`src/rtl/itcg_pkg.sv`:
```
`default_nettype none

package itcg_pkg;

    typedef struct packed {
        logic [7:0] data_byte;
        logic       last;
    } itcg_in_t;

    typedef struct packed {
        logic [15:0] ip_checksum;
        logic [15:0] tcp_checksum;
        logic        is_tcp;
        logic        length_error;
    } itcg_out_t;

    typedef struct packed {
        logic     valid;
        itcg_in_t item;
    } itcg_stage_t;

    // end-around carry add, never overflows 16 bits
    function automatic logic [15:0] ones_add(input logic [15:0] a, input logic [15:0] b);
        logic [16:0] s;
        s = {1'b0, a} + {1'b0, b};
        return s[15:0] + {15'd0, s[16]};
    endfunction

endpackage

`default_nettype wire

```
`src/rtl/ipv4_tcp_checksum_generator.sv`:
```
// IPv4 header and TCP checksum generator.
// request channel: req_valid / req_stall / req, one packet byte per request in
// network order, req.last on the final byte of the buffer.
// result channel: res_valid / res_stall / res, one result per packet, issued for
// the request that carries last: ip_checksum, tcp_checksum, is_tcp, length_error.
// a request is registered at the edge that accepts it; its sums are formed
// combinationally from the request register and a last byte then loads the result
// register, which raises res_valid, unless an earlier result is held by res_stall.
// throughput is one byte per cycle unless a last byte waits on such a held result,
// set by the 16-bit end-around adds that each byte feeds in parallel.
// while a result waits under res_stall, bytes without last keep flowing; only a
// further last byte is held in the request register, which then raises req_stall.
// reset clears the packet state, the valid flags and any pending result; the next
// byte after reset or after a last byte is taken as byte 0 of a new packet.
`default_nettype none

module ipv4_tcp_checksum_generator (
    input  wire logic                 clk,
    input  wire logic                 rst_n,
    input  wire logic                 req_valid,
    output logic                      req_stall,
    input  wire itcg_pkg::itcg_in_t   req,
    output logic                      res_valid,
    input  wire logic                 res_stall,
    output itcg_pkg::itcg_out_t       res
);

    itcg_pkg::itcg_stage_t stage;
    itcg_pkg::itcg_out_t   result;
    logic                  busy;
    logic                  fire;
    logic                  load;

    assign fire = stage.valid && (!stage.item.last || !busy);
    assign load = fire && stage.item.last;

    itcg_in_stage u_in_stage (
        .clk       (clk),
        .rst_n     (rst_n),
        .req_valid (req_valid),
        .req_stall (req_stall),
        .req       (req),
        .fire      (fire),
        .stage     (stage)
    );

    itcg_sum u_sum (
        .clk    (clk),
        .rst_n  (rst_n),
        .fire   (fire),
        .item   (stage.item),
        .result (result)
    );

    itcg_out_stage u_out_stage (
        .clk       (clk),
        .rst_n     (rst_n),
        .load      (load),
        .result    (result),
        .busy      (busy),
        .res_valid (res_valid),
        .res_stall (res_stall),
        .res       (res)
    );

endmodule

`default_nettype wire

```
`src/rtl/itcg_in_stage.sv`:
```
`default_nettype none

module itcg_in_stage (
    input  wire logic                  clk,
    input  wire logic                  rst_n,
    input  wire logic                  req_valid,
    output logic                       req_stall,
    input  wire itcg_pkg::itcg_in_t    req,
    input  wire logic                  fire,
    output itcg_pkg::itcg_stage_t      stage
);

    logic               valid_reg;
    logic               valid_next;
    itcg_pkg::itcg_in_t item_reg;
    logic               accept;

    assign req_stall = valid_reg && !fire;
    assign accept    = req_valid && !req_stall;

    always_comb
    begin
        if (accept)
        begin
            valid_next = 1'b1;
        end
        else if (fire)
        begin
            valid_next = 1'b0;
        end
        else
        begin
            valid_next = valid_reg;
        end
    end

    always_ff @(posedge clk or negedge rst_n)
    begin
        if (!rst_n)
        begin
            valid_reg <= 1'b0;
        end
        else
        begin
            valid_reg <= valid_next;
        end
    end

    always_ff @(posedge clk)
    begin
        if (accept)
        begin
            item_reg <= req;
        end
    end

    assign stage.valid = valid_reg;
    assign stage.item  = item_reg;

endmodule

`default_nettype wire

```
`src/rtl/itcg_sum.sv`:
```
`default_nettype none

module itcg_sum (
    input  wire logic                clk,
    input  wire logic                rst_n,
    input  wire logic                fire,
    input  wire itcg_pkg::itcg_in_t  item,
    output itcg_pkg::itcg_out_t      result
);

    localparam logic [15:0] POS_IHL      = 16'd0;
    localparam logic [15:0] POS_TLEN_HI  = 16'd2;
    localparam logic [15:0] POS_TLEN_LO  = 16'd3;
    localparam logic [15:0] POS_PROTO    = 16'd9;
    localparam logic [15:0] POS_IPCK_HI  = 16'd10;
    localparam logic [15:0] POS_IPCK_LO  = 16'd11;
    localparam logic [15:0] POS_SRC_ADDR = 16'd12;
    localparam logic [15:0] POS_HDR_MIN  = 16'd20;
    localparam logic [15:0] TCPCK_OFFSET = 16'd16;
    localparam logic [16:0] MIN_BYTES    = 17'd4;
    localparam logic [3:0]  MIN_IHL      = 4'd5;
    localparam logic [7:0]  PROTO_TCP    = 8'd6;
    localparam logic [15:0] POS_MAX      = 16'hFFFF;

    logic [15:0] pos_reg, pos_next;
    logic [3:0]  hw_reg, hw_next;
    logic [15:0] tl_reg, tl_next;
    logic [15:0] hdr_reg, hdr_next;
    logic [15:0] seg_reg, seg_next;
    logic        tcp_reg, tcp_next;

    logic [7:0]  b;
    logic [15:0] hl;
    logic [15:0] w;
    logic        counted;
    logic        in_hdr;
    logic        hdr_add;
    logic        seg_add;
    logic [16:0] received;
    logic        err;
    logic [15:0] l4len;
    logic [15:0] pseudo;
    logic [15:0] tcp_sum;

    assign b = item.data_byte;

    always_comb
    begin
        hw_next  = (pos_reg == POS_IHL) ? b[3:0] : hw_reg;
        tcp_next = (pos_reg == POS_PROTO) ? (b == PROTO_TCP) : tcp_reg;
        case (pos_reg)
            POS_TLEN_HI: tl_next = {b, 8'd0};
            POS_TLEN_LO: tl_next = tl_reg | {8'd0, b};
            default:     tl_next = tl_reg;
        endcase

        hl      = {10'd0, hw_next, 2'b00};
        w       = pos_reg[0] ? {8'd0, b} : {b, 8'd0};
        counted = ({1'b0, pos_reg} < MIN_BYTES) || (pos_reg < tl_next);
        in_hdr  = pos_reg < hl;
        hdr_add = counted && in_hdr && (pos_reg != POS_IPCK_HI) && (pos_reg != POS_IPCK_LO);
        if (in_hdr)
        begin
            seg_add = counted && (pos_reg >= POS_SRC_ADDR) && (pos_reg < POS_HDR_MIN);
        end
        else
        begin
            seg_add = counted && (pos_reg != hl + TCPCK_OFFSET)
                    && (pos_reg != hl + TCPCK_OFFSET + 16'd1);
        end

        hdr_next = hdr_add ? itcg_pkg::ones_add(hdr_reg, w) : hdr_reg;
        seg_next = seg_add ? itcg_pkg::ones_add(seg_reg, w) : seg_reg;
        pos_next = (pos_reg == POS_MAX) ? pos_reg : pos_reg + 16'd1;

        received = {1'b0, pos_reg} + 17'd1;
        err      = (hw_next < MIN_IHL) || (received < MIN_BYTES) || (tl_next < hl)
                 || (received < {1'b0, tl_next});
        l4len    = tl_next - hl;
        pseudo   = itcg_pkg::ones_add({8'd0, PROTO_TCP}, l4len);
        tcp_sum  = itcg_pkg::ones_add(seg_next, pseudo);

        result.ip_checksum  = err ? 16'd0 : ~hdr_next;
        result.tcp_checksum = (err || !tcp_next) ? 16'd0 : ~tcp_sum;
        result.is_tcp       = tcp_next;
        result.length_error = err;
    end

    always_ff @(posedge clk or negedge rst_n)
    begin
        if (!rst_n)
        begin
            pos_reg <= '0;
            hw_reg  <= '0;
            tl_reg  <= '0;
            hdr_reg <= '0;
            seg_reg <= '0;
            tcp_reg <= 1'b0;
        end
        else if (fire)
        begin
            if (item.last)
            begin
                pos_reg <= '0;
                hw_reg  <= '0;
                tl_reg  <= '0;
                hdr_reg <= '0;
                seg_reg <= '0;
                tcp_reg <= 1'b0;
            end
            else
            begin
                pos_reg <= pos_next;
                hw_reg  <= hw_next;
                tl_reg  <= tl_next;
                hdr_reg <= hdr_next;
                seg_reg <= seg_next;
                tcp_reg <= tcp_next;
            end
        end
    end

endmodule

`default_nettype wire

```
`src/rtl/itcg_out_stage.sv`:
```
`default_nettype none

module itcg_out_stage (
    input  wire logic                 clk,
    input  wire logic                 rst_n,
    input  wire logic                 load,
    input  wire itcg_pkg::itcg_out_t  result,
    output logic                      busy,
    output logic                      res_valid,
    input  wire logic                 res_stall,
    output itcg_pkg::itcg_out_t       res
);

    logic                valid_reg;
    logic                valid_next;
    itcg_pkg::itcg_out_t res_reg;

    always_comb
    begin
        if (load)
        begin
            valid_next = 1'b1;
        end
        else if (res_stall)
        begin
            valid_next = valid_reg;
        end
        else
        begin
            valid_next = 1'b0;
        end
    end

    always_ff @(posedge clk or negedge rst_n)
    begin
        if (!rst_n)
        begin
            valid_reg <= 1'b0;
        end
        else
        begin
            valid_reg <= valid_next;
        end
    end

    always_ff @(posedge clk)
    begin
        if (load)
        begin
            res_reg <= result;
        end
    end

    assign busy      = valid_reg && res_stall;
    assign res_valid = valid_reg;
    assign res       = res_reg;

endmodule

`default_nettype wire

```
`config.mk`:
```
export PLATFORM = sky130hd
export DESIGN_NAME = ipv4_tcp_checksum_generator
export DESIGN_NICKNAME = d
export VERILOG_FILES = /design/src/rtl/itcg_pkg.sv /design/src/rtl/ipv4_tcp_checksum_generator.sv /design/src/rtl/itcg_in_stage.sv /design/src/rtl/itcg_sum.sv /design/src/rtl/itcg_out_stage.sv
export SDC_FILE = /design/constraint.sdc
export NUM_CORES = 1
export LEC_CHECK = 0
export ABC_AREA = 1
export BUFFER_PORTS_ARGS = -buffer_cell sky130_fd_sc_hd__buf_2
export CAP_MARGIN = 40
export CORE_UTILIZATION = 30
export DETAILED_ROUTE_END_ITERATION = 7
export GPL_ROUTABILITY_DRIVEN = 0
export SYNTH_ARGS = -nofsm -noshare
export SYNTH_HDL_FRONTEND = slang
export SYNTH_SLANG_ARGS = --single-unit
```
`constraint.sdc`:
```
create_clock -name clk -period 7.7 [get_ports clk]
set_clock_uncertainty 0.2 [all_clocks]
set_input_delay 0.385 -clock clk [delete_from_list [all_inputs] [get_ports clk]]
set_output_delay 0.385 -clock clk [all_outputs]
set_load 0.01 [all_outputs]
```
==> results.sh, run 1 <==
export IMPL_std_cell_rows=68
export IMPL_combPwrFrac=0.721
export IMPL_drtIter0Drc=629
export IMPL_timing_slew_headroom=0.447
export IMPL_yosys_mux_area_fraction=0
export IMPL_synth_top_family_by_area="simple AND/OR/NAND/NOR gates"
export IMPL_post_dp_cell_area_mm2=0.0121
export IMPL_period_minus_slack_ns=7.40
export IMPL_switching_power_mw=3.01
export IMPL_seqPwrFrac=0.139
export IMPL_slew_violations=0
export IMPL_place_hpwl_um=23900
export IMPL_synth_flop_cell="dfrtp_1"
export IMPL_swShare=0.510
export IMPL_reg2regPathDepth=58
export IMPL_overflow=0
export IMPL_dpl_cell_count=2057
export IMPL_power_density_mw_per_mm2=441
export IMPL_irDropWorstVdd_uv=291
export IMPL_ys_types=51
export IMPL_synth_simple_area_share=0.328
export IMPL_antenna_found_initial=0
export IMPL_synth_compound_area_frac=0.116
export IMPL_crit_slowest_cell="dfrtp_2"
export IMPL_finalCritPeriodShare=0.961
export IMPL_syn_mean_instance_area_um2=7.18
export IMPL_synth_edf_count=43
export IMPL_largest_reg_flops=34
export IMPL_ys_seq_area_frac=0.285
export IMPL_syn_nets=1604
export IMPL_critPathKind="reg -> reg"
export IMPL_insertedDiodeCount=0
export IMPL_start_util=0.308
export IMPL_synth_async_sr_flop_share=0.623
export IMPL_r2r_start="u_sum.pos_reg[7]$_DFFE_PN0P_"
export IMPL_rrSetupSlack_ns=0.30
export IMPL_cts_max_path_buffers=2
export IMPL_fmax_mhz=135
export IMPL_dieArea_mm2=0.0366
export IMPL_power_leakage_nw=6.60
export IMPL_grt_pass1_vias=9905
export IMPL_cts_tree="built"
export IMPL_area_growth_pct=24.3
export IMPL_startpoint="u_sum.pos_reg[7]$_DFFE_PN0P_"
export IMPL_rsz0062_at_grt="true"
export IMPL_crit_cells=58
export IMPL_vias=10400
export IMPL_worst_pin_slew_ns=0.827
export IMPL_cts_made_buffers=17
export IMPL_start_kind="flip-flop"
export IMPL_wl_per_cell_um=14.7
export IMPL_final_area_mm2=0.0134
export IMPL_setup_viol=0
export IMPL_path_delay_family="simple AND/OR/NAND/NOR gates"
export IMPL_cts_sinks=114
export IMPL_firstDrtPassIters=5
export IMPL_cts_clk_slew_worst_paths_ns=0.06
export IMPL_h_tree_depth=4
export IMPL_grt_start_max_net_pins=53
export IMPL_pre_cts_ws_ns=-0.204
export IMPL_core_area_mm2=0.0349
export IMPL_cts_root_buf="clkbuf_16"
export IMPL_detail_route_antenna_nets=0
export IMPL_hold_viol=0
export IMPL_synth_xor_area_frac=0.0668
export IMPL_critPathCaptureType="flip-flop"
export IMPL_grt_pass1_wl_um=49800
export IMPL_fin_ws_ns=0.297
export IMPL_outcome="completed"
export IMPL_die_w_um=191
export IMPL_port_buffers=48
export IMPL_synth_seq_cells=114
export IMPL_p_int_mw=2.89
export IMPL_timing_rr_end="u_out_stage.res[16]$_SDFFCE_PP0P_"
export IMPL_ios=49
export IMPL_drcViolationCount=0
export IMPL_yosys_warnings=0
export IMPL_viasPerCell=4.89
export IMPL_cp_arrival_ns=7.34
export IMPL_layout_cells_non_filler=2125
export IMPL_grt_util_all_layers=0.173
export IMPL_clock_latency_ns=0.43
export IMPL_critPathMaxStageDelay_ns=0.44
export IMPL_hold_path_class="in -> async"
export IMPL_cp_max_fo=7
export IMPL_clkPwrFrac=0.140
export IMPL_syn_inst=1499
export IMPL_cap_violations=0
export IMPL_finalWirelength_um=31300
export IMPL_synthAdderAreaFrac=0.109
export IMPL_syn_area_mm2=0.0108
export IMPL_final_nets=1763
export IMPL_layout_drive_gt1_share=0.210
export IMPL_worst_path_buf_inv=7
export IMPL_endpoint="u_out_stage.res[16]$_SDFFCE_PP0P_"
export IMPL_die_h_um=191
export IMPL_required_ns=7.64
[tightest hold or removal path, stage by stage]
cell           delay, ns
dlygate4sd3_1       0.52
buf_2               0.09
buf_4               0.30
[logic make-up after synthesis]
logic type                 Yosys count
and+or+nand+nor                    728
buffers and inverters              262
AOI/OAI and AO/OA                  221
DFF                                114
adders and majority gates           92
xor gates and xnor gates            82
[cell usage in the layout (no fill, tap or decap), types with 12 or more instances in the layout]
cell type and n:
nand3_1 143, xor2_1 53, inv_2 18, nand2_1 317, inv_1 218, dlygate4sd3_1 12
nand2_4 19, nor3_1 18, nor2_2 21, buf_2 48, dfrtp_1 70, o22ai_1 35
nand4_1 19, xnor2_1 28, ha_1 74, nor2_4 12, ha_4 12, o21ai_0 63
and2_1 14, a21oi_1 80, nand2_2 37, buf_4 101, edfxtp_1 43, clkbuf_16 17
nor2_1 77, nand3_2 12
[routing by layer]
layer,up-vias,routed length (µm),global-route usage
li1,5283,-,-
met1,4813,15300,0.237
met2,248,13900,0.271
met3,44,1280,0.0286
met4,0,776,0.0644
met5,-,0,0
[area by class of cell]
type,count,area [µm²]
multi-input cells,1123,7070
inverters,236,886
well taps,455,569
repair buffers,166,1190
clock buffers,21,450
flip-flops and latches,114,3070
clock inverters,10,136
fillers,3623,21500
[synth_stat cells, types with 9 or more instances]
cell type / instances / area share
a21oi_1: 82 / 0.038
and2_1: 14 / 0.0081
clkbuf_1: 14 / 0.0049
dfrtp_1: 71 / 0.17
edfxtp_1: 43 / 0.12
ha_1: 89 / 0.10
inv_1: 230 / 0.080
nand2_1: 330 / 0.12
nand2_2: 31 / 0.018
nand2_4: 13 / 0.014
nand3_1: 146 / 0.068
nand3_2: 9 / 0.0084
nand3b_1: 9 / 0.0063
nand4_1: 19 / 0.011
nor2_1: 93 / 0.032
nor2_4: 9 / 0.0094
nor3_1: 19 / 0.0088
nor4_1: 12 / 0.0070
o21ai_0: 70 / 0.033
o22ai_1: 36 / 0.021
xnor2_1: 28 / 0.023
xor2_1: 54 / 0.044
[power by group through the flow]
stage / registers [mW] / clock network, mW / logic [mW]
floorplan: 0.797 / 0 / 2.79
CTS: 0.815 / 0.838 / 3.80
global placement: 0.825 / 0 / 3.62
finish: 0.820 / 0.825 / 4.25
detailed placement: 0.823 / 0 / 3.66
global route: 0.832 / 0.863 / 4.74
[metrics by stage]
| step | TNS (ns) | power (mW) | hold WS [ns] | utilization |
|---|---|---|---|---|
| CTS | 0 | 5.45 | 0.269 | 0.368 |
| floorplan | 0 | 3.59 | -0.111 | - |
| global placement | 0 | 4.45 | 0.289 | 0.345 |
| finish | 0 | 5.89 | 0.271 | 0.383 |
| global route | -0.404 | 6.43 | 0.282 | 0.383 |
| detailed placement | -0.204 | 4.49 | 0.196 | 0.346 |
[how the worst min path moves through the flow]
stage	from	end	cells after the start
final	rst_n	u_sum.hdr_reg[8]$_DFFE_PN0P_	3
after global routing	rst_n	u_sum.hdr_reg[8]$_DFFE_PN0P_	3
after CTS	rst_n	u_sum.hdr_reg[8]$_DFFE_PN0P_	3
after detailed placement	rst_n	u_sum.hdr_reg[8]$_DFFE_PN0P_	2
after global placement	u_out_stage.res_valid$_DFFE_PN0P_	u_out_stage.res_valid$_DFFE_PN0P_	2
after floorplan	rst_n	u_in_stage.valid_reg$_DFFE_PN0P_	0
[what timing repair did]
action / 4_1_cts / 5_1_grt
endpoints found under the hold margin: 30 / 0
hold buffers: 12 / 0
resized for setup: 5 / 102
setup endpoints to repair: 1 / 11
buffers inserted: 7 / 21
pin swaps: 3 / 54
cloned: 0 / 0
Power figures use the tool's default switching activity.
==> inputs of run 2 (changes only) <==
- PLACE_DENSITY_LB_ADDON: not set -> 0.1
==> run 2 against run 1 <==
  * Clock-buffer cell count down 4
  * Clock power about the same
  * Flip-flop and latch count unchanged
  * Critical path type unchanged
  * Largest power group unchanged
==> results.sh, run 2 (synthesized netlist as in run 1, its figures left out) <==
export IMPL_finalCritPeriodShare=0.952
export IMPL_cts_tree="built"
export IMPL_layout_cells_non_filler=2165
export IMPL_antenna_found_initial=1
export IMPL_dieArea_mm2=0.0366
export IMPL_layout_common_cells="nand2_1 (319), inv_1 (223), buf_4 (141)"
export IMPL_required_ns=7.67
export IMPL_cap_violations=0
export IMPL_holdWs_ns=0.188
export IMPL_worst_pin_slew_ns=0.846
export IMPL_final_nets=1802
export IMPL_grt_util_all_layers=0.191
export IMPL_port_buffers=48
export IMPL_dpl_cell_count=2106
export IMPL_power_leakage_nw=6.81
export IMPL_power_total_mw=5.87
export IMPL_timing_slew_headroom=0.435
export IMPL_place_hpwl_um=26900
export IMPL_cp_arrival_ns=7.30
export IMPL_largest_reg_flops=34
export IMPL_cp_max_fo=7
export IMPL_viasPerCell=4.74
export IMPL_area_growth_pct=26.2
export IMPL_die_w_um=191
export IMPL_period_minus_slack_ns=7.33
export IMPL_die_h_um=191
export IMPL_drcViolationCount=0
export IMPL_insertedDiodeCount=0
export IMPL_critPathCaptureType="flip-flop"
export IMPL_vias=10300
export IMPL_hold_viol=0
export IMPL_hold_path_class="in -> async"
export IMPL_core_area_mm2=0.0349
export IMPL_grt_pass1_vias=10000
export IMPL_start_util=0.308
export IMPL_wl_per_cell_um=15.6
export IMPL_nFillCells=3741
export IMPL_slew_violations=0
export IMPL_power_density_mw_per_mm2=432
export IMPL_outcome="completed"
export IMPL_firstDrtPassIters=4
export IMPL_irDropWorstVdd_uv=288
export IMPL_fmax_mhz=136
export IMPL_grt_start_max_net_pins=51
export IMPL_cts_root_buf="clkbuf_16"
export IMPL_critPathMaxStageDelay_ns=0.41
export IMPL_cts_sinks=114
export IMPL_overflow=0
export IMPL_cts_clk_slew_worst_paths_ns=0.07
export IMPL_layout_commonest_cell="nand2_1"
export IMPL_critPathKind="reg -> reg"
export IMPL_rsz0062_at_grt="true"
export IMPL_grt_pass1_wl_um=53600
export IMPL_setup_viol=0
export IMPL_clock_latency_ns=0.44
export IMPL_cts_made_buffers=17
export IMPL_drtIter0Drc=557
export IMPL_start_kind="flip-flop"
export IMPL_finalWirelength_um=33700
export IMPL_detail_route_antenna_nets=0
export IMPL_layout_drive_gt1_share=0.222
export IMPL_cts_max_path_buffers=2
export IMPL_crit_slowest_cell="dfrtp_1"
export IMPL_h_tree_depth=4
export IMPL_ios=49
export IMPL_std_cell_rows=68
## run 2: cell types whose count changed in the layout (fill, tap and decap cells not counted), moves of 4 or more
cell | before | now
nand3_1 | 143 | 139
buf_4 | 101 | 141
ha_4 | 12 | 5
nor2_1 | 77 | 82
inv_2 | 18 | 13
ha_1 | 74 | 80
inv_6 | 0 | 7
inv_1 | 218 | 223
nor2_2 | 21 | 16
## run 2: final cells by class
| type | instances | area (µm²) | area share |
|---|---|---|---|
| Inverter | 236 | 886 | 0.0652 |
| Tap cell | 455 | 569 | 0.0419 |
| Timing Repair Buffer | 205 | 1500 | 0.110 |
| Multi-Input combinational cell | 1123 | 6960 | 0.513 |
| Clock buffer | 17 | 425 | 0.0313 |
| Clock inverter | 15 | 170 | 0.0125 |
| Sequential cell | 114 | 3070 | 0.226 |
## run 2: final timing paths
path,end,cells after the start,startpoint,slack [ns]
worst min register to register,u_out_stage.res_valid$_DFFE_PN0P_,2,u_out_stage.res_valid$_DFFE_PN0P_,0.30
max in group asynchronous,u_sum.seg_reg[0]$_DFFE_PN0P_,3,rst_n,6.09
worst max register to register,u_out_stage.res[16]$_SDFFCE_PP0P_,57,u_sum.pos_reg[0]$_DFFE_PN0P_,0.37
worst max-delay path,u_out_stage.res[16]$_SDFFCE_PP0P_,57,u_sum.pos_reg[0]$_DFFE_PN0P_,0.37
min in group clk,u_out_stage.res_valid$_DFFE_PN0P_,2,u_out_stage.res_valid$_DFFE_PN0P_,0.30
worst min-delay path,u_sum.pos_reg[15]$_DFFE_PN0P_,2,rst_n,0.19
## run 2: per-layer routing
layer  wire (µm)  vias up  track usage
met3         827       30       0.0290
li1            -     5356            -
met1       16500     4744        0.255
met2       15700      137        0.316
met5           0        -            0
met4         701        0       0.0571
## run 2: critical path: cells and delay by family (launching register included)
family                   cells  cell delay (ns)
AND/OR/NAND/NOR             32             3.32
adder cells (fa/ha/maj)      7             1.33
AO/OA/AOI/OAI                8             0.88
buffers and inverters        8             0.52
flip-flops                   1             0.41
XOR/XNOR                     2             0.39
## run 2: repair_timing
item | 4_1_cts | 5_1_grt
endpoints found under the setup margin | 2 | 9
pin swaps | 0 | 42
hold endpoints to repair | 32 | 0
gates resized for setup | 2 | 84
buffers inserted | 0 | 16
hold buffers | 12 | 0
## run 2: power by group
part	switching (mW)	total, mW	internal, mW	leakage, nW
Combinational	2.60	4.24	1.64	5.15
Clock	0.341	0.825	0.484	0.282
Sequential	0.0738	0.809	0.735	1.38
## run 2: stage by stage
| step | area, µm² | util | setup slack, ns | TNS, ns |
|---|---|---|---|---|
| detailed placement | 12400 | 0.357 | -0.102 | -0.112 |
| finish | 13600 | 0.389 | 0.370 | 0 |
| global placement | 12400 | 0.356 | 0.108 | 0 |
| CTS | 13200 | 0.377 | 0.00954 | 0 |
| floorplan | 10800 | - | 0.0421 | 0 |
| global route | 13600 | 0.389 | -0.238 | -0.518 |
